**src/i2a_pkg.sv**
```systemverilog
package i2a_pkg;

	// Operand and digit geometry.
	localparam int VAL_W      = 64;
	localparam int CNT_W      = 6;
	localparam int MAX_DIGITS = 20;
	localparam int DIG_W      = 4;
	localparam int REM_W      = $clog2(MAX_DIGITS + 1);
	localparam int HEX_DIGITS = VAL_W / DIG_W;

	// Command codes.
	localparam logic [2:0] CMD_CHAR   = 3'd0;
	localparam logic [2:0] CMD_DEC32  = 3'd1;
	localparam logic [2:0] CMD_DEC64  = 3'd2;
	localparam logic [2:0] CMD_HEX_LO = 3'd3;
	localparam logic [2:0] CMD_HEX_UP = 3'd4;

	// Characters.
	localparam logic [7:0] CH_ZERO  = 8'h30;
	localparam logic [7:0] CH_MINUS = 8'h2d;
	localparam logic [7:0] CH_A_LO  = 8'h61;
	localparam logic [7:0] CH_A_UP  = 8'h41;

	// Per-cycle control for the digit row.
	typedef struct packed {
		logic load;
		logic dabble;
		logic move;
	} cell_ctl_t;

	// ASCII for one digit, lowercase or uppercase letters above nine.
	function automatic logic [7:0] digit_char(input logic [DIG_W-1:0] d, input logic upper);
		logic [7:0] base;
		begin
			if (d < DIG_W'(10)) begin
				digit_char = CH_ZERO + 8'(d);
			end else begin
				base = upper ? CH_A_UP : CH_A_LO;
				digit_char = base + 8'(d - DIG_W'(10));
			end
		end
	endfunction

endpackage

```
**src/i2a_cell.sv**
```systemverilog
module i2a_cell (
	input  logic                       clk,
	input  i2a_pkg::cell_ctl_t         ctl,
	input  logic [i2a_pkg::DIG_W-1:0]  ld_digit,
	input  logic [i2a_pkg::DIG_W-1:0]  lower_digit,
	input  logic                       cin,
	output logic                       cout,
	output logic [i2a_pkg::DIG_W-1:0]  digit
);
	import i2a_pkg::*;

	logic [DIG_W-1:0] digit_q;
	logic [DIG_W-1:0] adj;

	// Add three to a digit of five or more before the doubling step.
	always_comb begin
		adj = (digit_q >= DIG_W'(5)) ? digit_q + DIG_W'(3) : digit_q;
	end

	assign cout  = adj[DIG_W-1];
	assign digit = digit_q;

	// Load, double with carry in from the lower cell, or take the lower cell's digit.
	always_ff @(posedge clk) begin
		if (ctl.load) begin
			digit_q <= ld_digit;
		end else if (ctl.dabble) begin
			digit_q <= {adj[DIG_W-2:0], cin};
		end else if (ctl.move) begin
			digit_q <= lower_digit;
		end
	end

endmodule

```
**src/int_to_ascii_dec_hex_top.sv**
```systemverilog
// Channel  Handshake        Ports
// input    start / busy     cmd, value
// output   strobe (no stall) out_char, last
//
// A character command gives its word in the cycle after start; busy stays low.
// Decimal commands load the row, run one double-dabble step per operand bit through
// the digit row, show a '-' when negative, then walk all 20 cells of the row.
// Hex commands load the row directly and then walk all 20 cells of it.
// Leading zero digits are walked past without a strobe; each word is one cycle.
// Reset clears the control state; the receiver takes every word as shown.
module int_to_ascii_dec_hex_top (
	input  logic                       clk,
	input  logic                       arst_n,
	input  logic                       start,
	output logic                       busy,
	input  logic [2:0]                 cmd,
	input  logic [i2a_pkg::VAL_W-1:0]  value,
	output logic [7:0]                 out_char,
	output logic                       last,
	output logic                       strobe
);
	import i2a_pkg::*;

	localparam logic [1:0] ST_IDLE = 2'd0;
	localparam logic [1:0] ST_CONV = 2'd1;
	localparam logic [1:0] ST_SIGN = 2'd2;
	localparam logic [1:0] ST_EMIT = 2'd3;

	logic [1:0]       state_q;
	logic [CNT_W-1:0] cnt_q;
	logic [REM_W-1:0] rem_q;
	logic [VAL_W-1:0] bin_q;
	logic             neg_q;
	logic             upper_q;
	logic             started_q;
	logic [7:0]       out_char_q;
	logic             last_q;
	logic             strobe_q;

	logic             accept;
	cell_ctl_t        ctl;
	logic [DIG_W-1:0] ld_digit [MAX_DIGITS];
	logic [DIG_W-1:0] digit    [MAX_DIGITS];
	logic [DIG_W-1:0] lower    [MAX_DIGITS];
	logic             carry    [MAX_DIGITS+1];
	logic [DIG_W-1:0] top_digit;
	logic             skip;
	logic [31:0]      mag32;
	logic [VAL_W-1:0] mag64;

	assign busy     = (state_q != ST_IDLE);
	assign accept   = start && !busy;
	assign out_char = out_char_q;
	assign last     = last_q;
	assign strobe   = strobe_q;

	assign mag32     = value[31] ? 32'd0 - value[31:0] : value[31:0];
	assign mag64     = value[VAL_W-1] ? {VAL_W{1'b0}} - value : value;
	assign top_digit = digit[MAX_DIGITS-1];
	assign skip      = !started_q && (top_digit == '0) && (rem_q != REM_W'(1));

	// Row control: load on a decimal or hex start, dabble while converting, walk while emitting.
	always_comb begin
		ctl.load   = accept && (cmd == CMD_DEC32 || cmd == CMD_DEC64 ||
		                        cmd == CMD_HEX_LO || cmd == CMD_HEX_UP);
		ctl.dabble = (state_q == ST_CONV);
		ctl.move   = (state_q == ST_EMIT);
	end

	// Hex loads nibbles into the low cells; decimal clears the row.
	always_comb begin
		for (int i = 0; i < MAX_DIGITS; i++) begin
			if (i < HEX_DIGITS && (cmd == CMD_HEX_LO || cmd == CMD_HEX_UP)) begin
				ld_digit[i] = value[i*DIG_W +: DIG_W];
			end else begin
				ld_digit[i] = '0;
			end
		end
	end

	// Neighbor links: carries run up during conversion, digits run up during emission.
	assign carry[0] = bin_q[VAL_W-1];
	assign lower[0] = '0;
	genvar g;
	generate
		for (g = 1; g < MAX_DIGITS; g++) begin : g_link
			assign lower[g] = digit[g-1];
		end
		for (g = 0; g < MAX_DIGITS; g++) begin : g_cell
			i2a_cell u_cell (
				.clk         (clk),
				.ctl         (ctl),
				.ld_digit    (ld_digit[g]),
				.lower_digit (lower[g]),
				.cin         (carry[g]),
				.cout        (carry[g+1]),
				.digit       (digit[g])
			);
		end
	endgenerate

	// Operand shift register feeding the bottom cell.
	always_ff @(posedge clk) begin
		if (accept && cmd == CMD_DEC32) begin
			bin_q <= {{(VAL_W-32){1'b0}}, mag32};
		end else if (accept && cmd == CMD_DEC64) begin
			bin_q <= mag64;
		end else if (state_q == ST_CONV) begin
			bin_q <= {bin_q[VAL_W-2:0], 1'b0};
		end
	end

	// Sequencer and output word register.
	always_ff @(posedge clk or negedge arst_n) begin
		if (!arst_n) begin
			state_q    <= ST_IDLE;
			cnt_q      <= '0;
			rem_q      <= '0;
			neg_q      <= 1'b0;
			upper_q    <= 1'b0;
			started_q  <= 1'b0;
			out_char_q <= '0;
			last_q     <= 1'b0;
			strobe_q   <= 1'b0;
		end else begin
			strobe_q <= 1'b0;
			case (state_q)
				ST_IDLE: begin
					if (accept) begin
						cnt_q     <= '0;
						rem_q     <= REM_W'(MAX_DIGITS);
						started_q <= 1'b0;
						upper_q   <= (cmd == CMD_HEX_UP);
						case (cmd)
							CMD_CHAR: begin
								out_char_q <= value[7:0];
								last_q     <= 1'b1;
								strobe_q   <= 1'b1;
							end
							CMD_DEC32: begin
								neg_q   <= value[31];
								state_q <= ST_CONV;
							end
							CMD_DEC64: begin
								neg_q   <= value[VAL_W-1];
								state_q <= ST_CONV;
							end
							CMD_HEX_LO, CMD_HEX_UP: begin
								neg_q   <= 1'b0;
								state_q <= ST_EMIT;
							end
							default: begin
								state_q <= ST_IDLE;
							end
						endcase
					end
				end
				ST_CONV: begin
					cnt_q <= cnt_q + CNT_W'(1);
					if (cnt_q == {CNT_W{1'b1}}) begin
						state_q <= neg_q ? ST_SIGN : ST_EMIT;
					end
				end
				ST_SIGN: begin
					out_char_q <= CH_MINUS;
					last_q     <= 1'b0;
					strobe_q   <= 1'b1;
					state_q    <= ST_EMIT;
				end
				ST_EMIT: begin
					rem_q <= rem_q - REM_W'(1);
					if (!skip) begin
						started_q  <= 1'b1;
						out_char_q <= digit_char(top_digit, upper_q);
						last_q     <= (rem_q == REM_W'(1));
						strobe_q   <= 1'b1;
					end
					if (rem_q == REM_W'(1)) begin
						state_q <= ST_IDLE;
					end
				end
				default: begin
					state_q <= ST_IDLE;
				end
			endcase
		end
	end

`ifndef SYNTH
	// The final word of an item always leaves the block ready for the next one.
	a_last_idle: assert property (@(posedge clk) disable iff (!arst_n)
		(strobe && last) |-> !busy)
		else $error("last word shown while still busy");

	// Conversion ends after a full pass over the operand bits.
	a_conv_end: assert property (@(posedge clk) disable iff (!arst_n)
		(state_q == ST_CONV && cnt_q == {CNT_W{1'b1}}) |=>
		(state_q == ST_SIGN || state_q == ST_EMIT))
		else $error("conversion did not hand over to emission");

	// The digit walk count stays within the row.
	a_rem_range: assert property (@(posedge clk) disable iff (!arst_n)
		(state_q == ST_EMIT) |-> (rem_q != '0 && rem_q <= REM_W'(MAX_DIGITS)))
		else $error("digit walk count out of range");

	// Once a digit has been shown, no later digit of the item is skipped.
	a_no_gap: assert property (@(posedge clk) disable iff (!arst_n)
		(state_q == ST_EMIT && started_q) |=> strobe)
		else $error("digit dropped after the first shown digit");
`endif

endmodule

```
**config.mk**
```make
export PLATFORM = sky130hd
export DESIGN_NAME = int_to_ascii_dec_hex_top
export DESIGN_NICKNAME = d
export VERILOG_FILES = /design/src/i2a_pkg.sv /design/src/i2a_cell.sv /design/src/int_to_ascii_dec_hex_top.sv
export SDC_FILE = /design/constraint.sdc
export NUM_CORES = 1
export LEC_CHECK = 0
export BUFFER_PORTS_ARGS = -buffer_cell sky130_fd_sc_hd__buf_2
export CAP_MARGIN = 20
export CELL_PAD_IN_SITES_DETAIL_PLACEMENT = 0
export CELL_PAD_IN_SITES_GLOBAL_PLACEMENT = 1
export CORE_ASPECT_RATIO = 1.2
export CORE_UTILIZATION = 51
export DETAILED_ROUTE_END_ITERATION = 12
export GPL_TIMING_DRIVEN = 0
export PLACE_DENSITY_LB_ADDON = 0.1
export SLEW_MARGIN = 10
export SYNTH_ARGS = -nofsm -noshare
export SYNTH_HDL_FRONTEND = slang
export SYNTH_SLANG_ARGS = --single-unit
```
**constraint.sdc**
```tcl
create_clock -name clk -period 6.53 [get_ports clk]
set_clock_uncertainty 0.2 [all_clocks]
set_input_delay 1.306 -clock clk [delete_from_list [all_inputs] [get_ports clk]]
set_output_delay 1.306 -clock clk [all_outputs]
set_load 0.05 [all_outputs]
```
==> results.json <==
{
  "worst-path-max-fanout": 7,
  "area_growth_pct": 10.5,
  "antenna_left": 0,
  "p_leak_nw": 5.03,
  "fin_crit_sh": 0.686,
  "worstPathArrival_ns": 4.58,
  "yosysTopAreaCell": "edfxtp_1",
  "regToRegEndpoint": "bin_q[8]",
  "dieWidth_um": 145,
  "max_stage_delay_ns": 0.75,
  "synth_edf_count": 96,
  "ys_seq_elements": 170,
  "grt_pass1_wl_um": 65200,
  "hold_viol_final": 0,
  "power.total_mw": 6.49,
  "via_per_inst": 6.35,
  "drt_pre_antenna_iters": 6,
  "netlist_top_cells_area": "edfxtp_1, dfxtp_1, a21oi_1, ha_1, dfrtp_1",
  "design.core.area_mm2": 0.0240,
  "power_density_mw_per_mm2": 468,
  "ctsHoldBuffers": 0,
  "gp_congestion": 0.969,
  "hold_path_depth": 2,
  "synth_nets": 1647,
  "grt_max_degree": 42,
  "r2r_start": "state_q[0]",
  "hp-start": "bin_q[56]",
  "synthDistinctLibCells": 70,
  "ys_warn_count": 0,
  "cts-root-buf": "clkbuf_16",
  "clk_latency_ns": 0.44,
  "reg2reg_depth": 8,
  "cap_violations": 0,
  "holdCritPathClass": "flop to flop",
  "crit_type": "input port to flop",
  "wl_per_cell_um": 21.7,
  "hold_ws_ns": 0.264,
  "path_cells": "buf_2 > inv_1 > ha_1 > nor4b_1 > nand2_1 > or4b_2 > clkbuf_1 > o41ai_1 > xor2_1 > o22ai_1",
  "drive_gt1_frac": 0.0803,
  "worstPathRequired_ns": 6.63,
  "cts_tree": "done",
  "ys_dominant_reg_cell": "edfxtp_1",
  "antenna_found_initial": 0,
  "port-buffer-count": 64,
  "synth_top_area_share": 0.230,
  "setup_tns_ns": 0,
  "vias": 12300,
  "yosysSeqAreaShare": 0.358,
  "dieArea_mm2": 0.0253,
  "cts_setup_buffers": 0,
  "io_pins": 81,
  "gr-total-overflow": 0,
  "reg2reg_slack_ns": 2.40,
  "async_reset_ff_frac": 0.153,
  "wl_um": 42000,
  "fin_crit_ns": 4.48,
  "drv_slew": 0,
  "tightest_slew_ns": 1.09,
  "grt_pass1_vias": 11600,
  "cts_resized": 0,
  "slew_headroom": 0.274,
  "cts-buffers-inserted": 17,
  "final_nets": 1731,
  "cp-end-kind": "flop",
  "syn_avg_cell_area_um2": 8.25,
  "cts.htree.levels": 4,
  "setup_viol": 0,
  "n_antenna_cell": 0,
  "drtIter0Drc": 1182,
  "vdd_ir_drop_max_uv": 191,
  "cp_slowest_cell": "nor4b_1",
  "worstSetupStartpointType": "input port",
  "num-fill-cells": 2290,
  "fp.dieH_um": 174,
  "synth_area_mm2": 0.0126,
  "hold_end": "bin_q[56]",
  "path_clk_slew_ns": 0.07,
  "track_usage": 0.334,
  "drc": 0,
  "dpl.hpwl_um": 31200,
  "placementRows": 62,
  "rsz0062_at_grt": "no",
  "postSynthCellCount": 1521,
  "status": "finished clean",
  "fmax_mhz": 223,
  "clock-sinks": 170,
  "start_util": 0.522,
  "ctsLongestPathBuffers": 2
}
[final cells by class]
| cell class | instances | area (um^2) | share of cell area |
|---|---|---|---|
| sequential | 170 | 4490 | 0.324 |
| timing repair buffer | 65 | 340 | 0.0245 |
| tap | 320 | 400 | 0.0289 |
| clock inverter | 13 | 101 | 0.00731 |
| buffer | 111 | 435 | 0.0314 |
| inverter | 73 | 274 | 0.0198 |
| multi-input combinational | 1167 | 7360 | 0.531 |
| clock buffer | 19 | 464 | 0.0335 |
[cell families after synthesis]
logic type | Yosys count | synth area share
XOR/XNOR | 72 | 0.0502
flip-flops | 170 | 0.358
multiplexers | 47 | 0.0376
adder cells (fa/ha/maj) | 56 | 0.0558
AND/OR/NAND/NOR | 471 | 0.185
AO/OA/AOI/OAI | 521 | 0.257
buffers and inverters | 184 | 0.0565
[where the power goes]
| group | total (mW) | switching, mW | internal, mW |
|---|---|---|---|
| clock | 1.01 | 0.483 | 0.529 |
| sequential | 2.28 | 0.436 | 1.84 |
| combinational | 3.20 | 1.97 | 1.23 |
| total | 6.49 | 2.89 | 3.60 |
[Yosys cell counts, types with 8 or more instances]
library cell and instances:
a211oi_1 31, a21oi_1 189, a22oi_1 9, a31oi_1 26, buf_1 9, clkbuf_1 97, dfrtp_1 26, dfxtp_1 48
edfxtp_1 96, ha_1 56, inv_1 73, mux2i_1 46, nand2_1 119, nand2b_1 28, nand3_1 63, nand4_1 13
nor2_1 114, nor2b_1 11, nor3_1 30, nor4_1 20, o211ai_1 17, o21a_1 11, o21ai_0 126, o22ai_1 24
o32a_1 10, or3_1 22, or4_1 8, xnor2_1 37, xor2_1 35
[stage by stage]
| step | setup WS [ns] | utilization | instance area (um^2) | cells |
|---|---|---|---|---|
| 6_report | 2.05 | 0.577 | 13900 | 1938 |
| 2_1_floorplan | 2.42 | - | 12600 | 1521 |
| 5_1_grt | 2.07 | 0.577 | 13900 | 1938 |
| 4_1_cts | 2.18 | 0.577 | 13900 | 1938 |
| 3_5_place_dp | 1.72 | 0.553 | 13300 | 1906 |
| 3_3_place_gp | 0.971 | 0.552 | 13300 | 1905 |
[worst max path at each step]
| stage | slack (ns) | depth (start not counted) | to | startpoint |
|---|---|---|---|---|
| 6_report | 2.05 | 10 | bin_q[34] | value[1] |
| 3_3_place_gp | 0.97 | 6 | g_cell[1].u_cell.digit[2] | cmd[1] |
| 2_1_floorplan | 2.42 | 5 | g_cell[0].u_cell.digit[0] | cmd[1] |
| 3_5_place_dp | 1.72 | 10 | bin_q[34] | value[1] |
| 5_1_grt | 2.07 | 9 | bin_q[44] | value[1] |
| 4_1_cts | 2.18 | 10 | bin_q[34] | value[1] |
[worst max-delay path: cells and delay by family]
| kind | cells | cell delay (ns) |
|---|---|---|
| xor+xnor | 1 | 0.22 |
| compound gates | 2 | 0.56 |
| simple gates | 3 | 1.80 |
| buf+inv | 3 | 0.47 |
| fa+ha+maj | 1 | 0.23 |
[placed cells by master, fill, tap and decap left out, types with 20 or more instances in the layout]
cell	netlist	final
a21oi_1	189	189
a31oi_1	26	26
a211oi_1	31	31
dfxtp_1	48	48
nand3_1	63	63
buf_2	3	67
edfxtp_1	96	96
o21ai_0	126	126
mux2i_1	46	46
clkbuf_1	97	97
nor2_1	114	114
inv_1	73	72
nand2_1	119	118
o22ai_1	24	24
xor2_1	35	35
nor3_1	30	30
nand2b_1	28	28
dfrtp_1	26	26
or3_1	22	22
xnor2_1	37	37
ha_1	56	56
nor4_1	20	20
[metal layers]
layer  part of all wire  GRT usage
met1               0.42      0.438
met2               0.47      0.549
met3              0.076     0.0471
met4              0.038      0.146
met5                  0          0
[sequential cells by signal (all words and copies together), names as in the netlist]
signal	flops
rem_q	5
g_cell.u_cell.digit	80
cnt_q	6
out_char	8
upper_q	1
last	1
started_q	1
neg_q	1
strobe	1
bin_q	64
state_q	2
(Power assumes the default switching activity.)
